`src/rtl/stc_pkg.sv`:
```
package stc_pkg;

  // Input operation codes
  localparam logic [2:0] OP_TICK        = 3'd0;
  localparam logic [2:0] OP_COMMAND     = 3'd1;
  localparam logic [2:0] OP_TOGGLE      = 3'd2;
  localparam logic [2:0] OP_LEARN_START = 3'd3;
  localparam logic [2:0] OP_LEARN_ABORT = 3'd4;

  // Register indexes, taken from paddr[4:2]
  localparam logic [2:0] REG_ANGLE_A_CLOSED = 3'd0;
  localparam logic [2:0] REG_ANGLE_A_THROWN = 3'd1;
  localparam logic [2:0] REG_ANGLE_B_CLOSED = 3'd2;
  localparam logic [2:0] REG_ANGLE_B_THROWN = 3'd3;
  localparam logic [2:0] REG_RELAY_PULSE    = 3'd4;
  localparam logic [2:0] REG_STEP_DELAY     = 3'd5;

  localparam int unsigned CFG_AW = 5;

  // Reset values
  localparam logic [7:0]  RST_ANGLE_CLOSED = 8'd80;
  localparam logic [7:0]  RST_ANGLE_THROWN = 8'd120;
  localparam logic [7:0]  RST_RELAY_PULSE  = 8'd75;
  localparam logic [7:0]  RST_STEP_DELAY   = 8'd50;
  localparam logic [7:0]  RST_ANGLE        = 8'd80;
  localparam logic [10:0] RST_ADDR_A       = 11'd3;
  localparam logic [10:0] RST_ADDR_B       = 11'd4;

  typedef enum logic [3:0] {
    PH_IDLE   = 4'b0001,
    PH_TO_MID = 4'b0010,
    PH_PULSE  = 4'b0100,
    PH_TO_END = 4'b1000
  } phase_t;

  typedef struct packed {
    logic [7:0] angle_a_closed;
    logic [7:0] angle_a_thrown;
    logic [7:0] angle_b_closed;
    logic [7:0] angle_b_thrown;
    logic [7:0] relay_pulse_ticks;
    logic [7:0] step_delay_ticks;
  } cfg_regs_t;

  typedef struct packed {
    logic [7:0] closed;
    logic [7:0] thrown;
    logic [7:0] pulse;
    logic [7:0] delay;
  } chan_cfg_t;

  typedef struct packed {
    logic tick;
    logic start;
    logic flip;
    logic dir;
  } chan_cmd_t;

  typedef struct packed {
    logic [7:0] angle;
    logic       state;
    phase_t     phase;
  } chan_view_t;

  typedef struct packed {
    logic [2:0]  op;
    logic [10:0] dcc_address;
    logic        direction;
    logic        channel;
  } in_item_t;

  typedef struct packed {
    logic [7:0]  servo_a_angle;
    logic [7:0]  servo_b_angle;
    logic [3:0]  relay_drive;
    logic [3:0]  led_drive;
    logic [1:0]  switch_states;
    logic [1:0]  moving;
    logic        learning_active;
    logic [10:0] address_a_out;
    logic [10:0] address_b_out;
  } out_item_t;

  // One degree toward the goal, or stay when already there.
  function automatic logic [7:0] toward(input logic [7:0] a, input logic [7:0] goal);
    logic [7:0] r;
    r = a;
    if (a < goal) r = a + 8'd1;
    else if (a > goal) r = a - 8'd1;
    return r;
  endfunction

endpackage

```
`src/rtl/stc_if.sv`:
```
interface stc_in_if;
  logic        valid;
  logic        ready;
  logic [2:0]  op;
  logic [10:0] dcc_address;
  logic        direction;
  logic        channel;

  modport source (output valid, output op, output dcc_address, output direction,
                  output channel, input ready);
  modport sink (input valid, input op, input dcc_address, input direction,
                input channel, output ready);
endinterface

interface stc_out_if;
  logic        valid;
  logic        ready;
  logic [7:0]  servo_a_angle;
  logic [7:0]  servo_b_angle;
  logic [3:0]  relay_drive;
  logic [3:0]  led_drive;
  logic [1:0]  switch_states;
  logic [1:0]  moving;
  logic        learning_active;
  logic [10:0] address_a_out;
  logic [10:0] address_b_out;

  modport source (output valid, output servo_a_angle, output servo_b_angle,
                  output relay_drive, output led_drive, output switch_states,
                  output moving, output learning_active, output address_a_out,
                  output address_b_out, input ready);
  modport sink (input valid, input servo_a_angle, input servo_b_angle,
                input relay_drive, input led_drive, input switch_states,
                input moving, input learning_active, input address_a_out,
                input address_b_out, output ready);
endinterface

```
`src/rtl/stc_regs.sv`:
```
module stc_regs (
  input  logic                      clk,
  input  logic                      rst_n,
  input  logic                      psel,
  input  logic                      penable,
  input  logic                      pwrite,
  input  logic [stc_pkg::CFG_AW-1:0] paddr,
  input  logic [31:0]               pwdata,
  output logic [31:0]               prdata,
  output logic                      pready,
  output stc_pkg::cfg_regs_t        regs
);
  import stc_pkg::*;

  cfg_regs_t  regs_r;
  logic       wr_en;
  logic [2:0] idx;

  assign pready = 1'b1;
  assign idx    = paddr[CFG_AW-1:2];
  assign wr_en  = psel && penable && pwrite && pready;
  assign regs   = regs_r;

  always_ff @(posedge clk) begin
    if (!rst_n) begin
      regs_r.angle_a_closed    <= RST_ANGLE_CLOSED;
      regs_r.angle_a_thrown    <= RST_ANGLE_THROWN;
      regs_r.angle_b_closed    <= RST_ANGLE_CLOSED;
      regs_r.angle_b_thrown    <= RST_ANGLE_THROWN;
      regs_r.relay_pulse_ticks <= RST_RELAY_PULSE;
      regs_r.step_delay_ticks  <= RST_STEP_DELAY;
    end else if (wr_en) begin
      case (idx)
        REG_ANGLE_A_CLOSED: regs_r.angle_a_closed    <= pwdata[7:0];
        REG_ANGLE_A_THROWN: regs_r.angle_a_thrown    <= pwdata[7:0];
        REG_ANGLE_B_CLOSED: regs_r.angle_b_closed    <= pwdata[7:0];
        REG_ANGLE_B_THROWN: regs_r.angle_b_thrown    <= pwdata[7:0];
        REG_RELAY_PULSE:    regs_r.relay_pulse_ticks <= pwdata[7:0];
        REG_STEP_DELAY:     regs_r.step_delay_ticks  <= pwdata[7:0];
        default: ;
      endcase
    end
  end

  always_comb begin
    case (idx)
      REG_ANGLE_A_CLOSED: prdata = {24'd0, regs_r.angle_a_closed};
      REG_ANGLE_A_THROWN: prdata = {24'd0, regs_r.angle_a_thrown};
      REG_ANGLE_B_CLOSED: prdata = {24'd0, regs_r.angle_b_closed};
      REG_ANGLE_B_THROWN: prdata = {24'd0, regs_r.angle_b_thrown};
      REG_RELAY_PULSE:    prdata = {24'd0, regs_r.relay_pulse_ticks};
      REG_STEP_DELAY:     prdata = {24'd0, regs_r.step_delay_ticks};
      default:            prdata = 32'd0;
    endcase
  end

endmodule

```
`src/rtl/stc_channel.sv`:
```
module stc_channel (
  input  logic                clk,
  input  logic                rst_n,
  input  logic                en,
  input  stc_pkg::chan_cmd_t  cmd,
  input  stc_pkg::chan_cfg_t  cfg,
  output stc_pkg::chan_view_t cur,
  output stc_pkg::chan_view_t nxt
);
  import stc_pkg::*;

  logic       state_r, state_nxt;
  logic [7:0] angle_r, angle_nxt;
  phase_t     phase_r, phase_nxt;
  logic [7:0] mid_r, mid_nxt;
  logic [7:0] wait_r, wait_nxt;

  logic       new_st;
  logic [7:0] tgt;
  logic [7:0] end_angle;
  logic [8:0] up_span;
  logic [8:0] dn_span;
  logic [7:0] wait_dec;
  logic       act;

  always_comb begin
    state_nxt = state_r;
    angle_nxt = angle_r;
    phase_nxt = phase_r;
    mid_nxt   = mid_r;
    wait_nxt  = wait_r;
    act       = 1'b0;

    new_st    = cmd.flip ? ~state_r : cmd.dir;
    tgt       = new_st ? cfg.thrown : cfg.closed;
    // The end angle is read live, so a register write during a move is followed.
    end_angle = state_r ? cfg.thrown : cfg.closed;
    up_span   = {1'b0, tgt} - {1'b0, angle_r} + 9'd1;
    dn_span   = {1'b0, angle_r} - {1'b0, tgt} + 9'd1;
    wait_dec  = wait_r - 8'd1;

    if (cmd.start && phase_r == PH_IDLE) begin
      state_nxt = new_st;
      mid_nxt   = (tgt >= angle_r) ? angle_r + up_span[8:1] : angle_r - dn_span[8:1];
      wait_nxt  = 8'd0;
      phase_nxt = PH_TO_MID;
    end else if (cmd.tick && phase_r != PH_IDLE) begin
      if (wait_r != 8'd0) begin
        wait_nxt = wait_dec;
        act      = (wait_dec == 8'd0);
      end else begin
        act = 1'b1;
      end
      if (act) begin
        case (phase_r)
          PH_TO_MID: begin
            if (angle_r == mid_r) begin
              phase_nxt = PH_PULSE;
              wait_nxt  = cfg.pulse;
            end else begin
              angle_nxt = toward(angle_r, mid_r);
              wait_nxt  = cfg.delay;
            end
          end
          PH_PULSE: begin
            phase_nxt = PH_TO_END;
            wait_nxt  = 8'd0;
          end
          PH_TO_END: begin
            if (angle_r == end_angle) begin
              phase_nxt = PH_IDLE;
            end else begin
              angle_nxt = toward(angle_r, end_angle);
              wait_nxt  = cfg.delay;
            end
          end
          default: ;
        endcase
      end
    end
  end

  always_ff @(posedge clk) begin
    if (!rst_n) begin
      state_r <= 1'b0;
      angle_r <= RST_ANGLE;
      phase_r <= PH_IDLE;
      mid_r   <= 8'd0;
      wait_r  <= 8'd0;
    end else if (en) begin
      state_r <= state_nxt;
      angle_r <= angle_nxt;
      phase_r <= phase_nxt;
      mid_r   <= mid_nxt;
      wait_r  <= wait_nxt;
    end
  end

  assign cur.angle = angle_r;
  assign cur.state = state_r;
  assign cur.phase = phase_r;
  assign nxt.angle = angle_nxt;
  assign nxt.state = state_nxt;
  assign nxt.phase = phase_nxt;

endmodule

```
`src/rtl/servo_turnout_controller.sv`:
```
// Channel  Direction  Handshake               Carries
// in_ch    in         valid/ready             op, dcc_address, direction, channel
// out_ch   out        valid/ready             angles, relay, LEDs, states, learned addrs
// cfg      in         psel/penable, pready=1  six 8-bit registers at 4*i
//
// An accepted item waits in the input register; when it advances its result is loaded
// into the output register, from which out_ch offers it.
// One item per cycle is sustained while out_ch.ready is high; the single state update
// path between the two registers sets that figure.
// Reset is synchronous on rst_n and restores all state but the item and result data.
// A stalled output holds its result and the input register; in_ch.ready then
// drops once the input register is full.
module servo_turnout_controller (
  input  logic                      clk,
  input  logic                      rst_n,
  stc_in_if.sink                    in_ch,
  stc_out_if.source                 out_ch,
  input  logic                      psel,
  input  logic                      penable,
  input  logic                      pwrite,
  input  logic [stc_pkg::CFG_AW-1:0] paddr,
  input  logic [31:0]               pwdata,
  output logic [31:0]               prdata,
  output logic                      pready
);
  import stc_pkg::*;

  cfg_regs_t  regs;
  in_item_t   item_r;
  logic       item_valid_r;
  out_item_t  res_r;
  logic       res_valid_r;
  logic       advance;

  logic        learn_r, learn_nxt;
  logic        await_r, await_nxt;
  logic [10:0] addr_a_r, addr_a_nxt;
  logic [10:0] addr_b_r, addr_b_nxt;

  chan_cmd_t  cmd_a, cmd_b;
  chan_cfg_t  cfg_a, cfg_b;
  chan_view_t cur_a, cur_b, nxt_a, nxt_b;
  out_item_t  res_nxt;

  stc_regs u_regs (
    .clk     (clk),
    .rst_n   (rst_n),
    .psel    (psel),
    .penable (penable),
    .pwrite  (pwrite),
    .paddr   (paddr),
    .pwdata  (pwdata),
    .prdata  (prdata),
    .pready  (pready),
    .regs    (regs)
  );

  assign advance     = item_valid_r && (!res_valid_r || out_ch.ready);
  assign in_ch.ready = !item_valid_r || advance;

  always_ff @(posedge clk) begin
    if (!rst_n) begin
      item_valid_r <= 1'b0;
    end else if (in_ch.ready) begin
      item_valid_r <= in_ch.valid;
    end
  end

  always_ff @(posedge clk) begin
    if (in_ch.valid && in_ch.ready) begin
      item_r.op          <= in_ch.op;
      item_r.dcc_address <= in_ch.dcc_address;
      item_r.direction   <= in_ch.direction;
      item_r.channel     <= in_ch.channel;
    end
  end

  always_comb begin
    learn_nxt  = learn_r;
    await_nxt  = await_r;
    addr_a_nxt = addr_a_r;
    addr_b_nxt = addr_b_r;
    cmd_a      = '0;
    cmd_b      = '0;
    cmd_a.dir  = item_r.direction;
    cmd_b.dir  = item_r.direction;
    case (item_r.op)
      OP_TICK: begin
        cmd_a.tick = 1'b1;
        cmd_b.tick = 1'b1;
      end
      OP_COMMAND: begin
        if (learn_r) begin
          if (!await_r) begin
            addr_a_nxt = item_r.dcc_address;
            await_nxt  = 1'b1;
          end else begin
            addr_b_nxt = item_r.dcc_address;
            await_nxt  = 1'b0;
            learn_nxt  = 1'b0;
          end
        end else if (item_r.dcc_address == addr_a_r) begin
          // A busy channel A swallows the command; it does not fall through to B.
          cmd_a.start = 1'b1;
        end else if (item_r.dcc_address == addr_b_r) begin
          cmd_b.start = 1'b1;
        end
      end
      OP_TOGGLE: begin
        if (!learn_r) begin
          cmd_a.start = !item_r.channel;
          cmd_a.flip  = !item_r.channel;
          cmd_b.start = item_r.channel;
          cmd_b.flip  = item_r.channel;
        end
      end
      OP_LEARN_START: learn_nxt = 1'b1;
      OP_LEARN_ABORT: learn_nxt = 1'b0;
      default: ;
    endcase
  end

  assign cfg_a = '{closed: regs.angle_a_closed, thrown: regs.angle_a_thrown,
                   pulse: regs.relay_pulse_ticks, delay: regs.step_delay_ticks};
  assign cfg_b = '{closed: regs.angle_b_closed, thrown: regs.angle_b_thrown,
                   pulse: regs.relay_pulse_ticks, delay: regs.step_delay_ticks};

  stc_channel u_chan_a (
    .clk   (clk),
    .rst_n (rst_n),
    .en    (advance),
    .cmd   (cmd_a),
    .cfg   (cfg_a),
    .cur   (cur_a),
    .nxt   (nxt_a)
  );

  stc_channel u_chan_b (
    .clk   (clk),
    .rst_n (rst_n),
    .en    (advance),
    .cmd   (cmd_b),
    .cfg   (cfg_b),
    .cur   (cur_b),
    .nxt   (nxt_b)
  );

  always_ff @(posedge clk) begin
    if (!rst_n) begin
      learn_r  <= 1'b0;
      await_r  <= 1'b0;
      addr_a_r <= RST_ADDR_A;
      addr_b_r <= RST_ADDR_B;
    end else if (advance) begin
      learn_r  <= learn_nxt;
      await_r  <= await_nxt;
      addr_a_r <= addr_a_nxt;
      addr_b_r <= addr_b_nxt;
    end
  end

  always_comb begin
    res_nxt.servo_a_angle   = nxt_a.angle;
    res_nxt.servo_b_angle   = nxt_b.angle;
    res_nxt.relay_drive[1:0] = (nxt_a.phase == PH_PULSE) ?
                               (nxt_a.state ? 2'b10 : 2'b01) : 2'b00;
    res_nxt.relay_drive[3:2] = (nxt_b.phase == PH_PULSE) ?
                               (nxt_b.state ? 2'b10 : 2'b01) : 2'b00;
    res_nxt.led_drive[1:0]  = (nxt_a.phase == PH_IDLE) ?
                              (nxt_a.state ? 2'b10 : 2'b01) : 2'b00;
    res_nxt.led_drive[3:2]  = (nxt_b.phase == PH_IDLE) ?
                              (nxt_b.state ? 2'b10 : 2'b01) : 2'b00;
    res_nxt.switch_states   = {nxt_b.state, nxt_a.state};
    res_nxt.moving          = {nxt_b.phase != PH_IDLE, nxt_a.phase != PH_IDLE};
    res_nxt.learning_active = learn_nxt;
    res_nxt.address_a_out   = addr_a_nxt;
    res_nxt.address_b_out   = addr_b_nxt;
  end

  always_ff @(posedge clk) begin
    if (!rst_n) begin
      res_valid_r <= 1'b0;
    end else if (advance) begin
      res_valid_r <= 1'b1;
    end else if (out_ch.ready) begin
      res_valid_r <= 1'b0;
    end
  end

  always_ff @(posedge clk) begin
    if (advance) begin
      res_r <= res_nxt;
    end
  end

  assign out_ch.valid           = res_valid_r;
  assign out_ch.servo_a_angle   = res_r.servo_a_angle;
  assign out_ch.servo_b_angle   = res_r.servo_b_angle;
  assign out_ch.relay_drive     = res_r.relay_drive;
  assign out_ch.led_drive       = res_r.led_drive;
  assign out_ch.switch_states   = res_r.switch_states;
  assign out_ch.moving          = res_r.moving;
  assign out_ch.learning_active = res_r.learning_active;
  assign out_ch.address_a_out   = res_r.address_a_out;
  assign out_ch.address_b_out   = res_r.address_b_out;

  // With the output register empty, the input side must never stall.
  a_no_stall_when_empty: assert property (@(posedge clk) disable iff (!rst_n)
    !res_valid_r |-> in_ch.ready)
    else $error("input stalled with empty output register");

  // The servo and its state do not change while its relay is pulsing.
  a_hold_during_pulse: assert property (@(posedge clk) disable iff (!rst_n)
    (advance && cur_a.phase == PH_PULSE) |=> $stable({cur_a.state, cur_a.angle}))
    else $error("servo A moved during relay pulse");

  a_hold_during_pulse_b: assert property (@(posedge clk) disable iff (!rst_n)
    (advance && cur_b.phase == PH_PULSE) |=> $stable({cur_b.state, cur_b.angle}))
    else $error("servo B moved during relay pulse");

  // A start-learning transaction always leaves learning mode on.
  a_learn_start: assert property (@(posedge clk) disable iff (!rst_n)
    (advance && item_r.op == OP_LEARN_START) |=> learn_r)
    else $error("learning mode not entered");

endmodule

```
`src/flat_wrapper.sv`:
```
// flat-port wrapper written by rule: the top's interface ports become plain ports
module servo_turnout_controller_flat import stc_pkg::*;
  (clk, rst_n, psel, penable, pwrite, paddr, pwdata, prdata, pready, in_ch_valid, in_ch_op, in_ch_dcc_address, in_ch_direction, in_ch_channel, in_ch_ready, out_ch_valid, out_ch_servo_a_angle, out_ch_servo_b_angle, out_ch_relay_drive, out_ch_led_drive, out_ch_switch_states, out_ch_moving, out_ch_learning_active, out_ch_address_a_out, out_ch_address_b_out, out_ch_ready);
  stc_in_if in_ch_i ();
  stc_out_if out_ch_i ();
  input  logic clk;
  input  logic rst_n;
  input  logic psel;
  input  logic penable;
  input  logic pwrite;
  input  logic [stc_pkg::CFG_AW-1:0] paddr;
  input  logic [31:0] pwdata;
  output logic [31:0] prdata;
  output logic pready;
  input wire logic [$bits(in_ch_i.valid)-1:0] in_ch_valid;
  input wire logic [$bits(in_ch_i.op)-1:0] in_ch_op;
  input wire logic [$bits(in_ch_i.dcc_address)-1:0] in_ch_dcc_address;
  input wire logic [$bits(in_ch_i.direction)-1:0] in_ch_direction;
  input wire logic [$bits(in_ch_i.channel)-1:0] in_ch_channel;
  output wire logic [$bits(in_ch_i.ready)-1:0] in_ch_ready;
  output wire logic [$bits(out_ch_i.valid)-1:0] out_ch_valid;
  output wire logic [$bits(out_ch_i.servo_a_angle)-1:0] out_ch_servo_a_angle;
  output wire logic [$bits(out_ch_i.servo_b_angle)-1:0] out_ch_servo_b_angle;
  output wire logic [$bits(out_ch_i.relay_drive)-1:0] out_ch_relay_drive;
  output wire logic [$bits(out_ch_i.led_drive)-1:0] out_ch_led_drive;
  output wire logic [$bits(out_ch_i.switch_states)-1:0] out_ch_switch_states;
  output wire logic [$bits(out_ch_i.moving)-1:0] out_ch_moving;
  output wire logic [$bits(out_ch_i.learning_active)-1:0] out_ch_learning_active;
  output wire logic [$bits(out_ch_i.address_a_out)-1:0] out_ch_address_a_out;
  output wire logic [$bits(out_ch_i.address_b_out)-1:0] out_ch_address_b_out;
  input wire logic [$bits(out_ch_i.ready)-1:0] out_ch_ready;
  assign in_ch_i.valid = in_ch_valid;
  assign in_ch_i.op = in_ch_op;
  assign in_ch_i.dcc_address = in_ch_dcc_address;
  assign in_ch_i.direction = in_ch_direction;
  assign in_ch_i.channel = in_ch_channel;
  assign in_ch_ready = in_ch_i.ready;
  assign out_ch_valid = out_ch_i.valid;
  assign out_ch_servo_a_angle = out_ch_i.servo_a_angle;
  assign out_ch_servo_b_angle = out_ch_i.servo_b_angle;
  assign out_ch_relay_drive = out_ch_i.relay_drive;
  assign out_ch_led_drive = out_ch_i.led_drive;
  assign out_ch_switch_states = out_ch_i.switch_states;
  assign out_ch_moving = out_ch_i.moving;
  assign out_ch_learning_active = out_ch_i.learning_active;
  assign out_ch_address_a_out = out_ch_i.address_a_out;
  assign out_ch_address_b_out = out_ch_i.address_b_out;
  assign out_ch_i.ready = out_ch_ready;
  servo_turnout_controller u_core (.clk(clk), .rst_n(rst_n), .in_ch(in_ch_i), .out_ch(out_ch_i), .psel(psel), .penable(penable), .pwrite(pwrite), .paddr(paddr), .pwdata(pwdata), .prdata(prdata), .pready(pready));
endmodule
```
`config.mk`:
```
export PLATFORM = sky130hd
export DESIGN_NAME = servo_turnout_controller_flat
export DESIGN_NICKNAME = d
export VERILOG_FILES = /design/src/rtl/stc_pkg.sv /design/src/rtl/stc_if.sv /design/src/rtl/stc_regs.sv /design/src/rtl/stc_channel.sv /design/src/rtl/servo_turnout_controller.sv /design/src/flat_wrapper.sv
export SDC_FILE = /design/constraint.sdc
export NUM_CORES = 1
export LEC_CHECK = 0
export BUFFER_PORTS_ARGS = -buffer_cell sky130_fd_sc_hd__buf_4
export CORE_ASPECT_RATIO = 0.75
export CORE_MARGIN = 2
export CORE_UTILIZATION = 60
export CTS_CLUSTER_SIZE = 25
export DETAILED_ROUTE_END_ITERATION = 12
export PLACE_DENSITY = 0.9
export SLEW_MARGIN = 30
export SYNTH_ARGS = -nofsm -noshare
export SYNTH_HDL_FRONTEND = slang
export SYNTH_SLANG_ARGS = --single-unit
```
`constraint.sdc`:
```
create_clock -name clk -period 13.45 [get_ports clk]
set_input_delay 2.0175 -clock clk [delete_from_list [all_inputs] [get_ports clk]]
set_output_delay 2.0175 -clock clk [all_outputs]
set_load 0.01 [all_outputs]
```
After elaboration in Yosys (flattened, before gate mapping)
Cells that the tools add are included.
Widths: inputs -> output; s select.
{"block": "totals", "regBits": 199, "latchBits": 0, "ramBits": 0, "mem_bits_ro": 0, "in_bits": 60, "wordCells": 219, "mem_count": 0}
{"block": "op_classes", "addsub": 18, "n_mul": 0, "n_div": 0, "n_lt_le_gt_ge": 10, "eq_ne": 31, "shift": 0, "n_mux": 88, "n_bitwise": 2, "reduce_logical": 33}
{"op": "$mux 8", "n": 36}
{"op": "$mux 11", "n": 6}
{"op": "$pmux 8 s3", "n": 2}
{"op": "$pmux 8 s6", "n": 1}
{"op": "$mux 4", "n": 10}
{"op": "$add 9x1->9 const B", "n": 4}
{"op": "$sub 8x8->9", "n": 4}
{"op": "$eq 8x8->1", "n": 4}
{"op": "$gt 8x8->1", "n": 4}
{"op": "$lt 8x8->1", "n": 4}
{"op": "$pmux 8 s2", "n": 2}
{"op": "$sub 8x1->8 const B", "n": 4}
{"op": "$pmux 4 s3", "n": 2}
{"op": "$eq 11x11->1", "n": 2}
{"op": "$mux 1", "n": 22}
{"op": "$reduce_and 2->1", "n": 10}
{"op": "$add 8x1->8 const B", "n": 2}
{"op": "$add 8x8->8", "n": 2}
{"op": "$eq 4x1->1 const B", "n": 4}
{"op": "$eq 4x3->1 const B", "n": 4}
{"op": "$ge 8x8->1", "n": 2}
{"op": "$logic_not 8->1", "n": 2}
{"op": "$ne 4x1->1 const B", "n": 4}
{"op": "$reduce_bool 8->1", "n": 2}
{"op": "16 further kinds", "n": 43}

Logic depth before layout (Yosys ltp)
Gate-level depths: netlist of the first run.
{"block": "logic_depth", "depth_word": 11, "depth_mapped": 26, "depth_no_buf": 26}

By module
Synthesis of the first run repeated with hierarchy kept, for this count alone.
{"block": "hier_totals", "hier_cells": 1579, "area_unflattened_um2": 14654.1}
{"mod": "stc_channel (u_core.u_chan_b)", "n_inst": 1, "cells_each": 557, "area_each_um2": 4315.4, "seq_area_each_um2": 580.6}
{"mod": "stc_channel (u_core.u_chan_a)", "n_inst": 1, "cells_each": 514, "area_each_um2": 4052.6, "seq_area_each_um2": 580.6}
{"mod": "servo_turnout_controller", "n_inst": 1, "cells_each": 240, "area_each_um2": 3683.5, "seq_area_each_um2": 2532.4}
{"mod": "stc_regs", "n_inst": 1, "cells_each": 268, "area_each_um2": 2602.5, "seq_area_each_um2": 960.9}

Worst setup path after synthesis of the first run
OpenSTA, ideal clock, no wires.
{"block": "synth_path", "path_type": "register to register", "start": "reg u_core.item_r[15] (netlist name)", "end": "reg u_core.u_chan_a.mid_r[7]", "arrival_time_ns": 5.591, "required_time_ns": 13.371, "path_slack_ns": 7.780, "stages_incl_launch_ff": 20, "path_cell_list": "edfxtp_1 > nor4b_1 > nor2b_1 > mux2i_1 > mux2_2 > ha_1 > ha_1 > a21o_1 > a21oi_1 > a21oi_1 > maj3_1 > xor2_1 > a211o_1 > a31o_2 > ha_1 > o41ai_1 > xnor2_1 > nand3_1 > o32a_1 > o211ai_1"}
{"block": "synth_via", "elab_chain_cells": 8, "word_cells_on_any_way": 16, "cone_classes": "add/sub (6); order compare (1); eq/ne (2); mux (5); reduce/logical (2)"}
{"element": "from (decl)", "line_no": "servo_turnout_controller.sv:29", "source": "in_item_t item_r;"}
{"element": "$eq 3x2->1", "line_no": "servo_turnout_controller.sv:87", "source": "case (item_r.op)"}
{"element": "$mux 1", "line_no": "servo_turnout_controller.sv:87"}
{"element": "$mux 1", "line_no": "stc_channel.sv:34", "source": "new_st = cmd.flip ? ~state_r : cmd.dir;"}
{"element": "$mux 8", "line_no": "stc_channel.sv:35", "source": "tgt = new_st ? cfg.thrown : cfg.closed;"}
{"element": "$sub 8x8->9 (on tied branches)", "line_no": "stc_channel.sv:39, stc_channel.sv:38"}
{"element": "$add 9x1->9 (on tied branches)", "line_no": "stc_channel.sv:39, stc_channel.sv:38"}
{"element": "$sub 8x8->8 or $add 8x8->8 (tied branches)", "line_no": "stc_channel.sv:44", "source": "mid_nxt = (tgt >= angle_r) ? angle_r + up_span[8:1] : angle_r - dn_span[8:1];"}
{"element": "$mux 8", "line_no": "stc_channel.sv:44"}
{"element": "to (signal assigned)", "line_no": "stc_channel.sv:94", "source": "mid_r <= mid_nxt;"}
{"element": "to (decl)", "line_no": "stc_channel.sv:15", "source": "logic [7:0] mid_r, mid_nxt;"}
Parallel ways exist; a longest one is shown, timed or not.
A chain may end at the register's enable or synchronous reset.

Worst setup path after layout of the first run
{"block": "layout_path", "start": "reg u_core.item_r[15] (netlist name)", "end": "reg u_core.u_chan_b.mid_r[7]"}
{"block": "layout_via", "elab_chain_cells": 8, "word_cells_on_any_way": 16, "cone_classes": "add/sub (6); order compare (1); eq/ne (2); mux (5); reduce/logical (2)"}
{"element": "$eq 3x2->1", "line_no": "servo_turnout_controller.sv:87"}
{"element": "$mux 1", "line_no": "servo_turnout_controller.sv:87"}
{"element": "$mux 1", "line_no": "stc_channel.sv:34"}
{"element": "$mux 8", "line_no": "stc_channel.sv:35"}
{"element": "$sub 8x8->9 (on tied branches)", "line_no": "stc_channel.sv:39, stc_channel.sv:38"}
{"element": "$add 9x1->9 (on tied branches)", "line_no": "stc_channel.sv:39, stc_channel.sv:38"}
{"element": "$sub 8x8->8 or $add 8x8->8 (tied branches)", "line_no": "stc_channel.sv:44"}
{"element": "$mux 8", "line_no": "stc_channel.sv:44"}
{"element": "to (signal assigned)", "line_no": "stc_channel.sv:94"}
{"element": "to (decl)", "line_no": "stc_channel.sv:15"}
Parallel ways exist; a longest one is shown, timed or not.

==> results of run 1 <==
## cells in the final DEF, fill, tap and decap left out, drive strengths merged, types with 7 or more instances in the layout
master  netlist  routed
xor2         22      22
clkbuf       58      17
nor3         46      46
nor2b        12      12
nand3        37      37
or3          15      15
clkinv        1       7
ha          114     114
edfxtp       67      67
xnor2        72      72
mux2i        87      87
a211oi        7       7
o21bai        7       7
dfxtp       132     132
nor2        174     174
and3          8       8
mux2         43      43
a22o         16      16
fa           12      12
a21oi        83      83
inv          93      97
nand2b       14      14
a22oi        20      20
o211ai       10      10
or2           9       9
a31oi        19      19
nand2       148     148
conb          2      25
a21o         19      19
o21ai        68      68
nand4        16      16
buf          36      99
o22ai        17      17
nor4          9       9
## registers in the layout (all words and copies together) (netlist names), 2 cells and up
name and flops:
u_core.item_r 15, u_core.u_chan_a.angle_r 8, u_core.out_ch.led_drive 4, u_core.out_ch.moving 2, u_core.u_chan_b.phase_r 4, u_core.out_ch.address_a_out 11
u_core.u_chan_b.wait_r 8, u_core.addr_a_r 11, u_core.u_regs.regs 48, u_core.out_ch.address_b_out 11, u_core.out_ch.servo_b_angle 8, u_core.u_chan_a.wait_r 8
u_core.out_ch.switch_states 2, u_core.u_chan_a.mid_r 8, u_core.u_chan_a.phase_r 4, u_core.out_ch.relay_drive 4, u_core.out_ch.servo_a_angle 8, u_core.u_chan_b.angle_r 8
u_core.addr_b_r 11, u_core.u_chan_b.mid_r 8
## worst min path at each step
stage | endpoint | depth (start not counted) | slack (ps)
2_1_floorplan | u_core.u_chan_b.mid_r[2]$_SDFFE_PN0P_ | 2 | 430
3_3_place_gp | u_core.u_chan_b.mid_r[2]$_SDFFE_PN0P_ | 2 | 440
3_5_place_dp | u_core.u_chan_a.mid_r[5]$_SDFFE_PN0P_ | 2 | 440
4_1_cts | u_core.u_chan_a.mid_r[4]$_SDFFE_PN0P_ | 2 | 460
5_1_grt | u_core.u_chan_a.mid_r[5]$_SDFFE_PN0P_ | 2 | 470
6_report | u_core.u_chan_a.mid_r[3]$_SDFFE_PN0P_ | 2 | 460
## synthesized netlist by cell type, types with 16 or more instances
cell	number
sky130_fd_sc_hd__nand4_1	16
sky130_fd_sc_hd__dfxtp_1	132
sky130_fd_sc_hd__a21oi_1	83
sky130_fd_sc_hd__a22oi_1	20
sky130_fd_sc_hd__clkbuf_1	58
sky130_fd_sc_hd__xnor2_1	72
sky130_fd_sc_hd__a31oi_1	19
sky130_fd_sc_hd__o22ai_1	17
sky130_fd_sc_hd__o21ai_0	53
sky130_fd_sc_hd__inv_1	91
sky130_fd_sc_hd__ha_1	114
sky130_fd_sc_hd__edfxtp_1	67
sky130_fd_sc_hd__a22o_1	16
sky130_fd_sc_hd__nand3_1	37
sky130_fd_sc_hd__mux2_2	43
sky130_fd_sc_hd__xor2_1	22
sky130_fd_sc_hd__nor2_1	173
sky130_fd_sc_hd__nor3_1	44
sky130_fd_sc_hd__buf_4	25
sky130_fd_sc_hd__mux2i_1	87
sky130_fd_sc_hd__a21o_1	19
sky130_fd_sc_hd__nand2_1	146
## cell type report
class	instances	area share
flip-flops and latches	199	0.3047
multi-input cells	1214	0.5603
clock inverters	14	0.01081
well taps	300	0.02457
inverters	94	0.02318
clock buffers	17	0.02785
repair buffers	99	0.04865
## worst max-delay path, cell delays in order (launching register included)
cell and delay (ps):
sky130_fd_sc_hd__edfxtp_1 460, sky130_fd_sc_hd__nor4b_1 530, sky130_fd_sc_hd__nand2_1 180, sky130_fd_sc_hd__a21oi_2 570
sky130_fd_sc_hd__mux2_2 430, sky130_fd_sc_hd__ha_1 340, sky130_fd_sc_hd__ha_1 360, sky130_fd_sc_hd__and3_1 210
sky130_fd_sc_hd__or2_1 290, sky130_fd_sc_hd__maj3_1 370, sky130_fd_sc_hd__o21ai_1 170, sky130_fd_sc_hd__xor2_1 370
sky130_fd_sc_hd__nand2_1 120, sky130_fd_sc_hd__xnor2_1 180, sky130_fd_sc_hd__a21oi_1 100, sky130_fd_sc_hd__ha_1 280
sky130_fd_sc_hd__o41ai_1 440, sky130_fd_sc_hd__xnor2_1 210, sky130_fd_sc_hd__or3_1 140, sky130_fd_sc_hd__mux2i_1 70
sky130_fd_sc_hd__a311o_1 310
## per-stage QoR
step	setup WS, ps	cell area, um^2	total power, mW	std cells
2_1_floorplan	7780	14000	0.8052	1601
3_3_place_gp	7164	14670	0.8474	1906
3_5_place_dp	6994	14680	0.8555	1906
4_1_cts	6948	15270	1.366	1937
5_1_grt	6784	15280	1.408	1937
6_report	7192	15280	1.367	1937
## power groups by stage
stage,combinational (mW),sequential (mW),clock [mW]
2_1_floorplan,0.143,0.662,0
4_1_cts,0.195,0.650,0.521
5_1_grt,0.215,0.652,0.542
6_report,0.198,0.650,0.519
3_5_place_dp,0.192,0.663,0
3_3_place_gp,0.185,0.662,0
## layer usage
layer  vias up  GRT usage  wire length, um
li1       5651          -                -
met1      5788     0.4164            15870
met2       699     0.4619            16120
met3        90    0.06001             4151
met4         0    0.08040              712
met5         -          0                0
## cells by family (layout without fill, tap and decap cells)
logic type,after synthesis,after routing
adders and majority gates,131,131
and+or+nand+nor,517,517
muxes,133,133
buffers and inverters,188,224
AOI/OAI and AO/OA,314,314
xor gates and xnor gates,94,94
DFF,199,199
other,2,25
==> results.txt, run 1 <==
The number of maximum-capacitance violations came out at 0. Fraction of power spent switching nets: 0.2824. The run gives 6.076 nW as the cell leakage power. By area the synthesized netlist is led by sky130_fd_sc_hd__dfxtp_1 19%, sky130_fd_sc_hd__edfxtp_1 14%, sky130_fd_sc_hd__ha_1 10%.

The final hold violation count is 0. Summed over all nets, the switching power comes to 0.3861 mW. The design internal power was 0.9813 mW; the area used by multi-input combinational logic was 0.008559 mm^2. The floorplan step defined a die boundary enclosing 0.02444 mm^2. The post-synthesis cell area was 0.01391 mm^2; the fraction of registers with async set or reset after synthesis was 0. For the core utilization of the finished layout, the log shows 0.6677. The tools report the end of the worst register-to-register path as u_core.u_chan_b.mid_r[7]$_SDFFE_PN0P_. The ratio of final minimum period to clock period was 0.4653. The last element of the critical path was u_core.u_chan_b.mid_r[7]$_SDFFE_PN0P_. The count of nets left with antenna violations once routing finished came out at 0. The xor/xnor share of the synthesized area was 0.05917.

The largest fanout of any net on the critical path was 10. Master cell of the clock root buffer: sky130_fd_sc_hd__clkbuf_16. The largest buffer count on any clock path was 2; the total number of placement rows was 48. The number of antenna violations at the first check in global routing is 0, and the weighted congestion at the end of routability-driven global placement is 0.9089.

The start point of the critical path was u_core.item_r[15]$_DFFE_PP_. Buffers inserted to repair hold after CTS numbered 0. For this design, the sink count on the clock tree is 199. Counting distinct cell types in the post-synthesis netlist gives 83. Before antenna repair, the detailed router went through 6 iterations. The combinational family with the most area after synthesis is simple AND/OR/NAND/NOR gates. TritonCTS created 17 clock buffers.

The effective utilization at floorplan was 0.6081; the floorplan die width was 179.8 um. Post-synthesis register bit count: 199. The data required time of the critical path was 13800 ps. For this run, the post-layout net count is 1811. The tools report the synthesized instance count as 1578. The number of max-slew violations in the final report was 0. Startpoint of the most critical register-to-register path: u_core.item_r[15]$_DFFE_PP_.

The tools report the sequential cell fraction of total power as 0.475. The run gives 0.3863 as the headroom to the max-slew limit. The share of synthesized cell area in and, or, nand and nor gates was 0.1749; the final hold slack was 461.2 ps. Most area-hungry cell type in the Yosys netlist: sky130_fd_sc_hd__dfxtp_1. The die is 135.9 um tall.

Yosys printed 0 warnings. For this run, the top clock speed supported by timing is 159.8 MHz. For the placeable core region, the log shows 0.02288 mm^2. The top cell type's share of synthesized area came out at 0.1899. The smallest clock period supported by the final layout is computed as 6258 ps. In this run the number of H-tree levels came out at 4.

The area share of fa/ha/maj cells after synthesis is 0.1234, and the portion of total power attributed to the clock network is 0.380. TritonCTS built the clock tree. For the internal reg-to-reg setup slack, the log shows 7190 ps. The DRC violation count after routing was 0; the combinational power share was 0.145. Once the clock tree was built, the setup fixing pass inserted 0 buffers.

The number of fillers in the final layout came out at 1693. The logs give 10.98 ps for the worst clock skew on the final layout and 11470 for the number of global-route vias before repair. The synthesized-area fraction occupied by ao, oa, aoi and oai cells was 0.1475; the number of enable flip-flop cells after synthesis was 67. The run gives 460 ps as the clock latency on the worst-skew pair. At the pin with the least slew margin, the transition time is 917.1 ps.

The post-detailed-route via-to-cell ratio works out to 6.313. Predominant post-synthesis flop cell: sky130_fd_sc_hd__dfxtp_1. After clock tree synthesis, the clock-pin slew on the worst setup and hold paths is 80 ps. Counting cells, the worst reg-to-reg path comes to 20. In this run, post-CTS repair resized a total of 0 instances.

For this design the top-level I/O count stands at 146. The run finished with clean final reports. The via count is 12228. The detail-routed net length per standard cell was 19.03 um. 0 antenna diodes ended up in the layout. The number of DRC markers in iteration 0 was 1568.

The run gives 73 as the pin count of the biggest net entering global routing. The first global-routing pass estimated 58280 um of wire. The fraction of layout instances using a drive strength above 1 is 0.1258, and the total power per unit cell area is 89.51 mW/mm^2. The run gives 0.2949 as the aggregate global-route resource usage.

Dividing the synthesized area by the synthesized cell count gives 8.818 um^2. The count of buffers added on input and output ports is 94. Registers take 0.004654 mm^2.

Setup total negative slack on the finished layout was measured at 0 ps. The startpoint kind of the worst setup timing path is a register. The worst setup path is of the register to register kind.

Setup repair after global routing left no endpoint under its margin. The startpoint identified for the worst hold timing path is u_core.u_chan_a.mid_r[3]$_SDFFE_PN0P_. After detailed routing, the total wire length is 36860 um.

For this run the aggregate overflow at the end of global routing stands at 0. The peak ir drop on the vdd network came out at 0.09088 mV. The worst setup path is captured at a register.

The area growth from synthesis to final layout was 9.793%. The share of the yosys chip area belonging to registers is 0.3345. The kind of path behind the tightest hold check was register to register.

The share of synthesized area spent on multiplexers was 0.1022; the total setup violations reported at the end of the flow was 0. STA puts the critical path data arrival time at 6610 ps. The tools report the placed wire-length estimate after detailed placement as 26390 um.
Power figures use the tool's default switching activity.
==> run 2: changes to the inputs <==
- ABC_AREA: default -> 1
- clock period: 13.45 -> 5.9 ns (I/O delays scaled with it)
==> run 2 against run 1 <==
Compared with the run above:
- first-iteration DRC count increased by 20%
- worst setup slack got worse by 6800 ps
- global-route usage increased by 1.8 points
- combinational power increased to 6.1 times the previous value
- flip-flop and latch count unchanged
- clock power increased to 2.5 times the previous value
- critical path type unchanged
- largest cell class unchanged
- largest power group unchanged
==> results.txt, run 2 <==
Compared with the post-synthesis result, the final layout area differs by 10.56%. The final hold violation count came out at 0. By area the synthesized netlist is led by sky130_fd_sc_hd__dfxtp_1 18%, sky130_fd_sc_hd__edfxtp_1 14%, sky130_fd_sc_hd__nand2_1 12%.

The post-detailed-routing wire length is 40390 um, and the number of maximum-capacitance violations is 0. The number of enable flip-flop cells after synthesis was 67. Setup repair after global routing left no endpoint under its margin.

Share of the yosys chip area belonging to registers: 0.3193. The setup path with the least slack is of type register to register. The number of optimization iterations in the first detailed-route pass is 6, and the floorplan die width is 184.0 um. For the finished layout, the period the worst path requires is 5463 ps. STA classifies the critical path startpoint as a register. The logs give 2080 for the synthesized instance count and 0 for the DRC violation count after routing. Summing all placed instances gives a cell area of 0.01545 mm^2. The tools report the startpoint of the most critical register-to-register path as u_core.item_r[15]$_DFFE_PP_. After clock tree synthesis, the flow added hold-fix buffers numbering 0. In this run the most critical hold path is launched from u_core.u_chan_b.wait_r[7]$_SDFFE_PN0P_.

The number of setup buffers added after CTS is 0. The register with the most flip-flops in the layout has 48 of them. The final design area excluding fillers is 0.01611 mm^2, and the internal reg-to-reg setup slack is 440 ps. In this run the critical register-to-register path is captured at u_core.u_chan_a.mid_r[7]$_SDFFE_PN0P_. The library cells used most frequently in the layout, excluding fill and tap cells, are 481 x sky130_fd_sc_hd__nand2_1, 293 x sky130_fd_sc_hd__inv_1, 169 x sky130_fd_sc_hd__nand3_1. The H-tree was split into 4 levels.

Number of antenna violations at the first check in global routing: 0. The number of cells on the worst reg-to-reg path was 33; the number of DRC markers in iteration 0 was 1880. The floorplan step set the die height to 139.0 um.

The total power per unit cell area was 250.1 mW/mm^2; the detail-routed net length per standard cell was 16.35 um. The sum of negative setup slack is 0 ps. The path with the worst hold slack has its endpoint at u_core.u_chan_b.wait_r[7]$_SDFFE_PN0P_. The core region is 0.02391 mm^2. CTS placed an instance of sky130_fd_sc_hd__clkbuf_16 at the clock tree root. Clock-pin slew was measured on the worst setup and hold paths at 90 ps. The data arrival time of the critical path came out at 5810 ps. The first global-routing pass estimated 65000 um of wire. STA classifies the critical path endpoint as a register. The most area-hungry cell type in the Yosys netlist is sky130_fd_sc_hd__dfxtp_1. After legalization and detailed placement, the total HPWL measured 29400 um. By instance count, the leading cell after synthesis is sky130_fd_sc_hd__nand2_1. The tools report the number of global-route vias before repair as 13133.

The die outline area is 0.02557 mm^2. TritonCTS built the clock tree. Clock latency on the worst-skew pair, taken at its later pin, is 450 ps. The warning count from the yosys run was 0; the pin count of the biggest net entering global routing was 89. The longest clock path from root to sink contains 2 buffers.

Post-detailed-route via-to-cell ratio: 5.875. The run gives 14516 as the via count. The top cell type's share of synthesized area was 0.1813. The predominant post-synthesis flop cell is sky130_fd_sc_hd__dfxtp_1.

The slowest stage of the critical path belongs to the cell sky130_fd_sc_hd__edfxtp_1. The family with the most delay on the worst path is simple AND/OR/NAND/NOR gates. For this run, the top clock speed supported by timing is 183.1 MHz. The count of inserted antenna diode cells was 0. The total overflow left after global routing is 0. By instance count, the cell type seen most on the critical path is sky130_fd_sc_hd__inv_1. The total setup violations reported at the end of the flow is 0. At the pin with the least slew margin, the transition time is 947.8 ps. The number of max-slew violations in the final report came out at 0.

For the aggregate global-route resource usage, the log shows 0.3128. The synthesized design contains 199 register bits. For the headroom to the max-slew limit, the log shows 0.3658. The detail route stage leaves a number of antenna-violating nets equal to 0. Sorting the synthesized cells by how often they occur yields 482 x sky130_fd_sc_hd__nand2_1, 294 x sky130_fd_sc_hd__inv_1, 169 x sky130_fd_sc_hd__nand3_1. The average footprint of a synthesized cell works out to 7.007 um^2.

The commonest non-fill, non-tap cell in the layout was sky130_fd_sc_hd__nand2_1. The number of distinct standard cells referenced by the synthesized netlist was 52. The flow ran to the end, and the final reports show no timing, DRC or antenna violations.

The net count of the finished layout is 2338. Across the VDD grid, the largest voltage drop is 0.1656 mV. The largest fanout of any net on the critical path is 4, and the total power after layout is 4.030 mW. The buffers plus inverters on the worst setup path was 8.

On the final layout, the worst clock skew is 17.69 ps. The hold-critical path depth works out to 2. The fraction of registers with async set or reset after synthesis was 0; the cell leakage power was 7.664 nW. STA puts the critical path data required time at 6250 ps. The total CTS buffers came out at 17. The critical path starts at u_core.item_r[15]$_DFFE_PP_. The fraction of layout instances using a drive strength above 1 is 0.09145. In this design, the stage delay of the slowest critical-path cell is 420 ps. Post-synthesis cell area: 0.01458 mm^2. The congestion estimate from routability-driven global placement came to 0.9598.

Clock tree synthesis found a total of 199 sinks. For the number of ports placed on the die boundary, the log shows 146. In this run the tool buffered the top-level ports with 94 buffer cells.

The effective utilization at floorplan came out at 0.6096. The kind of path behind the tightest hold check is register to register. The floorplan has 49 rows.

The ratio of final minimum period to clock period works out to 0.9259.
[run 2: cell count changes after synthesis, moves of 21 or more]
cell and delta:
sky130_fd_sc_hd__nand2_1 +336, sky130_fd_sc_hd__inv_1 +203, sky130_fd_sc_hd__nand3_1 +132, sky130_fd_sc_hd__o21ai_0 +114, sky130_fd_sc_hd__mux2i_1 -86, sky130_fd_sc_hd__a21oi_1 +52
sky130_fd_sc_hd__xnor2_1 -52, sky130_fd_sc_hd__mux2_2 -43, sky130_fd_sc_hd__nor2_1 -26, sky130_fd_sc_hd__xor2_1 +24, sky130_fd_sc_hd__nor3_1 -21
[run 2: routing by layer]
metal  track usage  wire (um)
met4       0.07242        926
met3       0.07458       4784
met5             0          0
met2        0.4689      17170
met1        0.4558      17510
[run 2: tightest hold or removal path: cells and delay by family (launching register included)]
| family | cells | cell delay [ps] |
|---|---|---|
| and+or+nand+nor | 1 | 60 |
| DFF | 1 | 320 |
| AOI/OAI and AO/OA | 1 | 50 |
[run 2: kinds of logic (layout without fill, tap and decap cells)]
logic type | after synthesis | after routing | synth area share
XOR/XNOR | 67 | 67 | 0.04078
flip-flops | 199 | 199 | 0.3193
adder cells (fa/ha/maj) | 126 | 126 | 0.1143
other | 2 | 25 | 0.0005153
buffers and inverters | 391 | 453 | 0.1084
AND/OR/NAND/NOR | 891 | 891 | 0.2640
AO/OA/AOI/OAI | 403 | 403 | 0.1519
multiplexers | 1 | 1 | 0.0006868
[run 2: worst max-delay path by stage]
| stage | end | slack (ps) | depth (start not counted) |
|---|---|---|---|
| final | u_core.u_chan_a.mid_r[7]$_SDFFE_PN0P_ | 440 | 33 |
| after global routing | u_core.u_chan_a.mid_r[7]$_SDFFE_PN0P_ | 6 | 33 |
| after detailed placement | u_core.u_chan_b.mid_r[7]$_SDFFE_PN0P_ | 550 | 35 |
| after CTS | u_core.u_chan_b.mid_r[7]$_SDFFE_PN0P_ | 530 | 35 |
| after global placement | u_core.u_chan_b.mid_r[7]$_SDFFE_PN0P_ | 640 | 35 |
| after floorplan | u_core.u_chan_a.mid_r[6]$_SDFFE_PN0P_ | 1290 | 28 |
[run 2: report_power, final]
part	internal [mW]	leakage [nW]	switching [mW]
clock	0.612	0.320	0.684
sequential	1.48	1.71	0.0621
combinational	0.431	5.63	0.764
total	2.52	7.66	1.51
[run 2: what timing repair did]
| action | in CTS | in global routing |
|---|---|---|
| endpoints found under the setup margin | 0 | 2 |
| gates resized for setup | 0 | 2 |
| hold endpoints to repair | 0 | 0 |
[run 2: final cells by class]
type                       instances  area [um^2]
multi-input combinational       1513         8429
fill                            1911         7796
sequential                       199         4654
inverter                         315         1184
timing repair buffer             106        799.5
clock buffer                      17        425.4
tap                              306        382.9
clock inverter                    15        239.0
[run 2: per-stage QoR]
step | worst slack [ps] | hold WS, ps | instances | utilization
2_1_floorplan | 1286 | 435.3 | 2103 | -
3_3_place_gp | 641.5 | 450.5 | 2439 | 0.6460
3_5_place_dp | 552.0 | 457.3 | 2439 | 0.6462
4_1_cts | 529.7 | 470.9 | 2471 | 0.6739
5_1_grt | 5.730 | 497.4 | 2471 | 0.6739
6_report | 437.1 | 467.4 | 2471 | 0.6739
